`config.mk`:
```
export PLATFORM = sky130hd
export DESIGN_NAME = piecewise_linear_gray_to_temperature_core
export DESIGN_NICKNAME = d
export VERILOG_FILES = /design/src/rtl/plgt_pkg.sv /design/src/rtl/plgt_ram.sv /design/src/rtl/plgt_div.sv /design/src/rtl/piecewise_linear_gray_to_temperature_core.sv
export SDC_FILE = /design/constraint.sdc
export NUM_CORES = 2
export LEC_CHECK = 0
export BUFFER_PORTS_ARGS = -buffer_cell sky130_fd_sc_hd__buf_2
export CORE_MARGIN = 2
export CORE_UTILIZATION = 40
export CTS_CLUSTER_DIAMETER = 200
export DETAILED_ROUTE_END_ITERATION = 8
export GPL_TIMING_DRIVEN = 0
export PLACE_DENSITY = 0.6
export SKIP_LAST_GASP = 1
export SYNTH_ARGS = -nofsm -noshare
export SYNTH_HDL_FRONTEND = slang
export SYNTH_SLANG_ARGS = --single-unit
```
`constraint.sdc`:
```
create_clock -name clk -period 20.1 [get_ports clk]
set_clock_uncertainty 0.05 [all_clocks]
set_input_delay 4.02 -clock clk [delete_from_list [all_inputs] [get_ports clk]]
set_output_delay 4.02 -clock clk [all_outputs]
set_load 0.02 [all_outputs]
```
`src/rtl/plgt_pkg.sv`:
```
// Shared constants, types and status codes of the gray-to-temperature converter.
package plgt_pkg;

	// Calibration table geometry
	localparam int POINTS = 50;
	localparam int AW     = $clog2(POINTS);

	// Field widths
	localparam int GW    = 16;   // gray level
	localparam int OW    = 24;   // Q.8 offsets and sensor temperature
	localparam int QW    = 32;   // result temperature
	localparam int ADJ_W = 26;   // gray*128 plus offset difference
	localparam int SG_W  = 19;   // adjusted gray before saturation
	localparam int A_W   = 25;   // segment*256 plus add offset
	localparam int DEN_W = 17;   // segment width, signed
	localparam int DM_W  = 16;   // segment width magnitude
	localparam int NUM_W = 42;   // interpolation numerator, signed
	localparam int MAG_W = 41;   // numerator magnitude
	localparam int CNT_W = $clog2(MAG_W + 1);

	typedef enum logic [1:0] {
		ST_IN_TABLE = 2'd0,
		ST_CLAMP_LO = 2'd1,
		ST_CLAMP_HI = 2'd2,
		ST_NO_SEG   = 2'd3
	} status_t;

	localparam logic OP_LOAD    = 1'b0;
	localparam logic OP_CONVERT = 1'b1;

	// Request into the serial divider
	typedef struct packed {
		logic             start;
		logic [MAG_W-1:0] dividend;
		logic [DM_W-1:0]  divisor;
	} div_req_t;

endpackage

```
`src/rtl/plgt_ram.sv`:
```
// Generic single-write, single-read RAM with registered read data.
module plgt_ram #(
	parameter int WIDTH = 16,
	parameter int DEPTH = 50
) (
	input  logic                     clk,
	input  logic                     we,
	input  logic [$clog2(DEPTH)-1:0] waddr,
	input  logic [WIDTH-1:0]         wdata,
	input  logic [$clog2(DEPTH)-1:0] raddr,
	output logic [WIDTH-1:0]         rdata
);

	logic [WIDTH-1:0] mem [DEPTH];

	// Write port and registered read port
	always_ff @(posedge clk) begin
		if (we) begin
			mem[waddr] <= wdata;
		end
		rdata <= mem[raddr];
	end

endmodule

```
`src/rtl/plgt_div.sv`:
```
// Serial restoring divider, one quotient bit per cycle, unsigned magnitudes.
module plgt_div (
	input  logic                       clk,
	input  logic                       arst_n,
	input  plgt_pkg::div_req_t         req,
	output logic [plgt_pkg::MAG_W-1:0] quotient,
	output logic                       done
);

	logic [plgt_pkg::CNT_W-1:0] cnt_q;
	logic [plgt_pkg::MAG_W-1:0] quot_q;
	logic [plgt_pkg::DM_W-1:0]  rem_q;
	logic [plgt_pkg::DM_W-1:0]  dvs_q;
	logic                       done_q;
	logic [plgt_pkg::DM_W:0]    shifted;
	logic [plgt_pkg::DM_W+1:0]  trial;
	logic                       fits;

	// Shift in the next dividend bit and try to subtract the divisor
	assign shifted = {rem_q, quot_q[plgt_pkg::MAG_W-1]};
	assign trial   = {1'b0, shifted} - {2'b00, dvs_q};
	assign fits    = ~trial[plgt_pkg::DM_W+1];

	// Control: count steps, flag the last one
	always_ff @(posedge clk or negedge arst_n) begin
		if (!arst_n) begin
			cnt_q  <= '0;
			done_q <= 1'b0;
		end else begin
			done_q <= 1'b0;
			if (req.start) begin
				cnt_q <= plgt_pkg::CNT_W'(plgt_pkg::MAG_W);
			end else if (cnt_q != '0) begin
				cnt_q <= cnt_q - 1'b1;
				if (cnt_q == plgt_pkg::CNT_W'(1)) begin
					done_q <= 1'b1;
				end
			end
		end
	end

	// Datapath: remainder and quotient
	always_ff @(posedge clk) begin
		if (req.start) begin
			quot_q <= req.dividend;
			rem_q  <= '0;
			dvs_q  <= req.divisor;
		end else if (cnt_q != '0) begin
			quot_q <= {quot_q[plgt_pkg::MAG_W-2:0], fits};
			rem_q  <= fits ? trial[plgt_pkg::DM_W-1:0] : shifted[plgt_pkg::DM_W-1:0];
		end
	end

	assign quotient = quot_q;
	assign done     = done_q;

endmodule

```
`src/rtl/piecewise_linear_gray_to_temperature_core.sv`:
```
// Top level: calibration table, segment search sequencer and interpolation.
//
//  channel  direction  handshake          payload
//  in       to core    in_valid/in_stall  op, point_index, point_value, gray,
//                                         scene_offset, add_offset
//  out      from core  out_valid/out_stall temperature_q8, status
//  cfg      to core    cfg_valid/cfg_ready cfg_data (sensor_temp)
//
// A load request is taken without stalling the input. A convert request interpolates on
// the first segment when it holds the gray or the gray clamps below, on the last when it
// clamps above, else on the first segment that a scan finds, using a serial divider that
// forms 41 quotient bits; it gives zero when no segment fits or the segment has zero width.
// in_stall is high while a conversion is in progress or its result waits for the output
// register. Reset clears control state and sensor_temp; the calibration table holds no value
// until written.
module piecewise_linear_gray_to_temperature_core (
	input  logic                            clk,
	input  logic                            arst_n,
	input  logic                            in_valid,
	output logic                            in_stall,
	input  logic                            op,
	input  logic [5:0]                      point_index,
	input  logic signed [plgt_pkg::GW-1:0]  point_value,
	input  logic signed [plgt_pkg::GW-1:0]  gray,
	input  logic signed [plgt_pkg::OW-1:0]  scene_offset,
	input  logic signed [plgt_pkg::OW-1:0]  add_offset,
	output logic                            out_valid,
	input  logic                            out_stall,
	output logic signed [plgt_pkg::QW-1:0]  temperature_q8,
	output logic [1:0]                      status,
	input  logic                            cfg_valid,
	output logic                            cfg_ready,
	input  logic signed [plgt_pkg::OW-1:0]  cfg_data
);

	typedef enum logic [3:0] {
		S_IDLE, S_RD0, S_GOT0, S_GOT1, S_GOTN, S_WAITLO, S_GOTLO,
		S_SCAN, S_MUL, S_SUM, S_DIV, S_OUT
	} state_t;

	state_t                            state_q;
	logic signed [plgt_pkg::OW-1:0]    sensor_temp_q;
	logic signed [plgt_pkg::GW-1:0]    g_q;
	logic signed [plgt_pkg::OW-1:0]    add_q;
	logic signed [plgt_pkg::GW-1:0]    lo_q;
	logic signed [plgt_pkg::GW-1:0]    hi_q;
	logic [plgt_pkg::AW-1:0]           cur_q;
	logic [plgt_pkg::AW-1:0]           rd_addr_q;
	plgt_pkg::status_t                 stat_q;
	logic signed [plgt_pkg::NUM_W-1:0] prod_q;
	logic signed [plgt_pkg::DEN_W-1:0] den_q;
	logic                              qneg_q;
	logic signed [plgt_pkg::QW-1:0]    res_q;
	logic                              out_valid_q;
	logic signed [plgt_pkg::QW-1:0]    temp_out_q;
	plgt_pkg::status_t                 status_out_q;

	logic                              in_acc;
	logic                              ram_we;
	logic signed [plgt_pkg::GW-1:0]    rdata;
	logic signed [plgt_pkg::ADJ_W-1:0] adj;
	logic signed [plgt_pkg::ADJ_W-1:0] adj_rnd;
	logic signed [plgt_pkg::SG_W-1:0]  g_wide;
	logic signed [plgt_pkg::GW-1:0]    g_sat;
	logic signed [plgt_pkg::DEN_W-1:0] den;
	logic signed [plgt_pkg::A_W-1:0]   a_term;
	logic signed [plgt_pkg::NUM_W-1:0] prod;
	logic signed [plgt_pkg::DEN_W-1:0] gdiff;
	logic signed [plgt_pkg::NUM_W-1:0] num;
	logic [plgt_pkg::NUM_W-1:0]        num_abs;
	logic [plgt_pkg::DEN_W-1:0]        den_abs;
	plgt_pkg::div_req_t                div_req;
	logic [plgt_pkg::MAG_W-1:0]        quot;
	logic                              div_done;
	logic signed [plgt_pkg::QW-1:0]    q_sat;
	logic                              out_free;
	logic                              g_in_lo_rd;

	assign in_stall  = (state_q != S_IDLE);
	assign in_acc    = in_valid & ~in_stall;
	assign cfg_ready = 1'b1;
	assign out_free  = ~out_valid_q | ~out_stall;

	// Table write on an in-range load request
	assign ram_we = in_acc & (op == plgt_pkg::OP_LOAD) & (point_index < 6'(plgt_pkg::POINTS));

	plgt_ram #(
		.WIDTH(plgt_pkg::GW),
		.DEPTH(plgt_pkg::POINTS)
	) u_table (
		.clk   (clk),
		.we    (ram_we),
		.waddr (plgt_pkg::AW'(point_index)),
		.wdata (point_value),
		.raddr (rd_addr_q),
		.rdata (rdata)
	);

	// Adjust gray by twice the sensor/scene difference, truncate toward zero, saturate
	assign adj = (plgt_pkg::ADJ_W'(gray) <<< 7)
	           + plgt_pkg::ADJ_W'(sensor_temp_q) - plgt_pkg::ADJ_W'(scene_offset);
	assign adj_rnd = adj + (adj[plgt_pkg::ADJ_W-1] ? plgt_pkg::ADJ_W'(127) : '0);
	assign g_wide  = plgt_pkg::SG_W'(adj_rnd >>> 7);
	always_comb begin
		if (g_wide > plgt_pkg::SG_W'(32767)) begin
			g_sat = 16'sh7FFF;
		end else if (g_wide < -(plgt_pkg::SG_W'(32768))) begin
			g_sat = 16'sh8000;
		end else begin
			g_sat = plgt_pkg::GW'(g_wide);
		end
	end

	// Segment test against the entry being read
	assign g_in_lo_rd = (g_q >= lo_q) && (g_q <= rdata);

	// Interpolation numerator: (seg*256 + add)*den + (g - lo)*256
	assign den     = plgt_pkg::DEN_W'(hi_q) - plgt_pkg::DEN_W'(lo_q);
	assign a_term  = plgt_pkg::A_W'({cur_q, 8'h00}) + plgt_pkg::A_W'(add_q);
	assign prod    = plgt_pkg::NUM_W'(a_term) * plgt_pkg::NUM_W'(den);
	assign gdiff   = plgt_pkg::DEN_W'(g_q) - plgt_pkg::DEN_W'(lo_q);
	assign num     = prod_q + (plgt_pkg::NUM_W'(gdiff) <<< 8);
	assign num_abs = num[plgt_pkg::NUM_W-1] ? plgt_pkg::NUM_W'(-num) : plgt_pkg::NUM_W'(num);
	assign den_abs = den_q[plgt_pkg::DEN_W-1] ? plgt_pkg::DEN_W'(-den_q)
	                                           : plgt_pkg::DEN_W'(den_q);

	assign div_req.start    = (state_q == S_SUM);
	assign div_req.dividend = num_abs[plgt_pkg::MAG_W-1:0];
	assign div_req.divisor  = den_abs[plgt_pkg::DM_W-1:0];

	plgt_div u_div (
		.clk      (clk),
		.arst_n   (arst_n),
		.req      (div_req),
		.quotient (quot),
		.done     (div_done)
	);

	// Apply the quotient sign and saturate to 32 bits
	always_comb begin
		if (qneg_q) begin
			if (quot > plgt_pkg::MAG_W'(64'h8000_0000)) begin
				q_sat = 32'sh8000_0000;
			end else begin
				q_sat = plgt_pkg::QW'(-quot);
			end
		end else begin
			if (quot > plgt_pkg::MAG_W'(64'h7FFF_FFFF)) begin
				q_sat = 32'sh7FFF_FFFF;
			end else begin
				q_sat = plgt_pkg::QW'(quot);
			end
		end
	end

	// Configuration register
	always_ff @(posedge clk or negedge arst_n) begin
		if (!arst_n) begin
			sensor_temp_q <= '0;
		end else if (cfg_valid && cfg_ready) begin
			sensor_temp_q <= cfg_data;
		end
	end

	// Sequencer: segment search, multiply, divide, deliver
	always_ff @(posedge clk or negedge arst_n) begin
		if (!arst_n) begin
			state_q      <= S_IDLE;
			out_valid_q  <= 1'b0;
			rd_addr_q    <= '0;
			cur_q        <= '0;
			stat_q       <= plgt_pkg::ST_IN_TABLE;
			status_out_q <= plgt_pkg::ST_IN_TABLE;
		end else begin
			// raise valid on a new result, drop a delivered one
			if (state_q == S_OUT && out_free) begin
				out_valid_q <= 1'b1;
			end else if (out_valid_q && !out_stall) begin
				out_valid_q <= 1'b0;
			end
			case (state_q)
				S_IDLE: begin
					if (in_acc && op == plgt_pkg::OP_CONVERT) begin
						g_q       <= g_sat;
						add_q     <= add_offset;
						rd_addr_q <= '0;
						state_q   <= S_RD0;
					end
				end
				S_RD0: begin
					rd_addr_q <= plgt_pkg::AW'(1);
					state_q   <= S_GOT0;
				end
				S_GOT0: begin
					lo_q      <= rdata;
					rd_addr_q <= plgt_pkg::AW'(plgt_pkg::POINTS - 1);
					state_q   <= S_GOT1;
				end
				S_GOT1: begin
					hi_q <= rdata;
					if (g_in_lo_rd) begin
						cur_q   <= '0;
						stat_q  <= plgt_pkg::ST_IN_TABLE;
						state_q <= S_MUL;
					end else if (g_q < lo_q) begin
						cur_q   <= '0;
						stat_q  <= plgt_pkg::ST_CLAMP_LO;
						state_q <= S_MUL;
					end else begin
						lo_q      <= rdata;
						rd_addr_q <= plgt_pkg::AW'(2);
						state_q   <= S_GOTN;
					end
				end
				S_GOTN: begin
					if (g_q > rdata) begin
						hi_q      <= rdata;
						cur_q     <= plgt_pkg::AW'(plgt_pkg::POINTS - 2);
						stat_q    <= plgt_pkg::ST_CLAMP_HI;
						rd_addr_q <= plgt_pkg::AW'(plgt_pkg::POINTS - 2);
						state_q   <= S_WAITLO;
					end else if (plgt_pkg::POINTS < 3) begin
						res_q   <= '0;
						stat_q  <= plgt_pkg::ST_NO_SEG;
						state_q <= S_OUT;
					end else begin
						cur_q     <= plgt_pkg::AW'(1);
						rd_addr_q <= plgt_pkg::AW'(3);
						state_q   <= S_SCAN;
					end
				end
				S_WAITLO: begin
					state_q <= S_GOTLO;
				end
				S_GOTLO: begin
					lo_q    <= rdata;
					state_q <= S_MUL;
				end
				S_SCAN: begin
					// lo_q holds entry cur, rdata holds entry cur+1
					if (g_in_lo_rd) begin
						hi_q    <= rdata;
						stat_q  <= plgt_pkg::ST_IN_TABLE;
						state_q <= S_MUL;
					end else if (cur_q == plgt_pkg::AW'(plgt_pkg::POINTS - 2)) begin
						res_q   <= '0;
						stat_q  <= plgt_pkg::ST_NO_SEG;
						state_q <= S_OUT;
					end else begin
						lo_q      <= rdata;
						cur_q     <= cur_q + 1'b1;
						rd_addr_q <= rd_addr_q + 1'b1;
					end
				end
				S_MUL: begin
					if (den == '0) begin
						res_q   <= '0;
						stat_q  <= plgt_pkg::ST_NO_SEG;
						state_q <= S_OUT;
					end else begin
						prod_q  <= prod;
						den_q   <= den;
						state_q <= S_SUM;
					end
				end
				S_SUM: begin
					qneg_q  <= num[plgt_pkg::NUM_W-1] ^ den_q[plgt_pkg::DEN_W-1];
					state_q <= S_DIV;
				end
				S_DIV: begin
					if (div_done) begin
						res_q   <= q_sat;
						state_q <= S_OUT;
					end
				end
				S_OUT: begin
					if (out_free) begin
						temp_out_q   <= res_q;
						status_out_q <= stat_q;
						state_q      <= S_IDLE;
					end
				end
				default: begin
					state_q <= S_IDLE;
				end
			endcase
		end
	end

	assign out_valid      = out_valid_q;
	assign temperature_q8 = temp_out_q;
	assign status         = status_out_q;

endmodule

```
==> flow_metrics.py <==
metrics = {
    "status": {
        "status": "complete, but fails checks",
        "violations": "max-capacitance violations, max-slew violations",
    },
    "routing": {
        "vias_per_cell": 5.36,
        "drt_wl_total_mm": 177,
        "dr.pass1.iters": 7,
        "drc": 0,
        "wl_per_cell_um": 22.5,
        "vias": 42000,
        "drt_iter0_drc": 3262,
        "ant_nets": 0,
    },
    "synth": {
        "netlist_top_cells_count": "1053 x edfxtp_1, 687 x inv_1, 468 x nand2_1, 439 x fa_1, 335 x nor2_1",
        "syn_avg_cell_area_um2": 12.9,
        "synth-edff-count": 1053,
        "synth_cell_types": 93,
        "yosysWarnings": 0,
        "yosys.area.top_type": "edfxtp_1",
        "synth_fp_nets": 6020,
        "ys_seq_elements": 1137,
        "netlist.area_leader.share_pct": 46.9,
        "synth_area_leaders": "edfxtp_1 47%, fa_1 13%, mux4_2 8.5%",
        "synth_cells": 5215,
        "synth_area_um2": 67500,
        "synthArstFlopShare_pct": 4.57,
        "yosysMostFrequentCell": "edfxtp_1",
        "yosysSeqAreaShare_pct": 49.7,
        "ys.flop_type": "edfxtp_1",
    },
    "finish": {
        "syn_to_final_growth_pct": 12.3,
        "drive_above_1_share_pct": 13.4,
        "post-route-cell-area_um2": 75800,
        "nFillCells": 15000,
        "post_layout_nonfiller_instances": 7837,
        "regArea_um2": 33600,
        "fin_nets": 6338,
        "multi_input_area_um2": 30700,
    },
    "grt": {
        "grt_usage_pct": 20.5,
        "antenna_found_initial": 15,
        "grt_pass1_vias": 43700,
        "grt_pass1_wl_mm": 267,
        "grt_overflow": 0,
        "grt_max_degree": 51,
    },
    "floorplan": {
        "fp.dieH_um": 415,
        "die_area_um2": 172000,
        "die_w_um": 415,
        "initial_core_util_pct": 40.3,
        "rows": 150,
        "io_pins": 153,
        "core_area_um2": 167000,
    },
    "critical_path": {
        "critPathMaxStageDelay_ns": 0.94,
        "crit_slowest_cell": "mux2i_1",
        "crit_fanout": 10,
        "cp_common_cell": "fa_1",
        "endpoint_kind": "flip-flop",
        "required_ns": 20.53,
        "cp_top_family": "adder cells",
        "cp_num_buf_inv": 5,
        "worst-setup-path-type": "flip-flop to flip-flop",
        "worstPathArrival_ns": 11.38,
        "cp-start-kind": "flip-flop",
    },
    "clocking": {
        "cts_sinks": 1137,
        "cts_hold_buf": 0,
        "cts_tree": "yes",
        "cts_max_level": 3,
        "clk_pin_slew_ns": 0.06,
        "clk_latency_ns": 0.77,
        "root_buffer": "clkbuf_16",
        "numCtsBuffers": 119,
        "cts_resized": 0,
        "cts_setup_buffers": 0,
        "clockBufferDepth": 3,
    },
    "timing": {
        "final-max-slew-violation-count": 10,
        "rsz0062_at_grt": "false",
        "max-slew-margin-rel_pct": -5.20,
        "fmax_mhz": 91.4,
        "finalWorstPathRequiredPeriod_ns": 10.95,
        "fin_crit_sh_pct": 54.5,
        "finalSetupTns_ns": 0,
        "hold_viol": 0,
        "worst_pin_slew_ns": 1.58,
        "setup_viol": 0,
    },
    "placed_design": {
        "place_area_um2": 71900,
        "placedCellCount": 7615,
        "hpwl_mm": 132,
        "io_buffers": 150,
        "finalWeightedCongestion": 0.924,
    },
    "worst_hold_path": {
        "min_path_type": "flip-flop to flip-flop",
    },
    "job": {
        "drv_cap": 1,
    },
}
## state kept, by name (all words and copies together) (netlist names), 17 cells and up
name,flops
u_table.mem,800
prod_q,42
u_div.quotient,41
res_q,32
temperature_q8,32
add_q,24
sensor_temp_q,24
den_q,17
## path summary, 6_finish.rpt
kind / startpoint / end / slack [ns] / cells past startpoint
worst max register to register: lo_q[8] / prod_q[41] / 9.15 / 32
worst min register to register: res_q[14] / temperature_q8[14] / 0.37 / 0
min in group asynchronous: arst_n / sensor_temp_q[14] / 3.11 / 1
worst min-delay path: res_q[14] / temperature_q8[14] / 0.37 / 0
max in group asynchronous: arst_n / u_div.cnt_q[4] / 16.24 / 2
worst max-delay path: lo_q[8] / prod_q[41] / 9.15 / 32
## per-layer routing
metal | vias up | part of all wire (%) | track usage (%)
li1 | 19200 | - | -
met1 | 21300 | 40 | 25.1
met2 | 1194 | 52 | 36.8
met3 | 303 | 5.4 | 3.28
met4 | 8 | 3.3 | 6.54
met5 | - | 0.030 | 0
## cell families after synthesis
kind of cell / Yosys count / share of synthesized area, %
AO/OA/AOI/OAI: 701 / 6.69
XOR/XNOR: 197 / 2.56
adder cells (fa/ha/maj): 689 / 17.7
buffers and inverters: 890 / 4.96
flip-flops: 1137 / 49.7
multiplexers: 305 / 9.33
other: 1 / 0.00556
AND/OR/NAND/NOR: 1295 / 9.04
## metrics by stage
step | hold WS, ns | utilization [%] | setup WS (ns)
global route | 0.375 | 45.3 | 8.61
global placement | 0.352 | 42.4 | 8.91
detailed placement | 0.355 | 42.9 | 8.99
CTS | 0.368 | 45.2 | 8.97
finish | 0.366 | 45.3 | 9.15
floorplan | 0.350 | - | 11.05
## cell usage in the layout (no fill, tap or decap), types with 32 or more instances in the layout
| cell type | netlist | routed |
|---|---|---|
| dfrtp_1 | 52 | 52 |
| buf_8 | 0 | 36 |
| inv_1 | 687 | 686 |
| clkbuf_1 | 161 | 181 |
| buf_1 | 34 | 34 |
| nand3_1 | 58 | 58 |
| xnor2_1 | 141 | 140 |
| nor3_1 | 70 | 69 |
| nor2b_1 | 57 | 57 |
| nor2_2 | 0 | 51 |
| ha_1 | 250 | 250 |
| and2_1 | 87 | 86 |
| nand2_1 | 468 | 468 |
| o21ai_0 | 203 | 203 |
| edfxtp_1 | 1053 | 1053 |
| a21oi_1 | 154 | 154 |
| mux4_2 | 256 | 256 |
| nor2_1 | 335 | 283 |
| fa_1 | 439 | 439 |
| and3_1 | 34 | 34 |
| buf_2 | 2 | 151 |
| xor2_1 | 56 | 56 |
| a31oi_1 | 37 | 37 |
| clkbuf_16 | 0 | 120 |
| a21o_1 | 54 | 54 |
| dfxtp_1 | 32 | 32 |
## final cells by class
cell class,count,area share (%)
Timing Repair Buffer,197,1.97
Multi-Input combinational cell,3188,40.6
Buffer,200,1.00
Tap cell,2204,3.64
Sequential cell,1137,44.3
Inverter,690,3.42
Clock inverter,78,1.05
Antenna cell,3,0.00991
Clock buffer,140,4.06
Power is left out: the tool's default activity adds up to more than one toggle a clock period on the data nets, which glitch-free logic cannot reach.
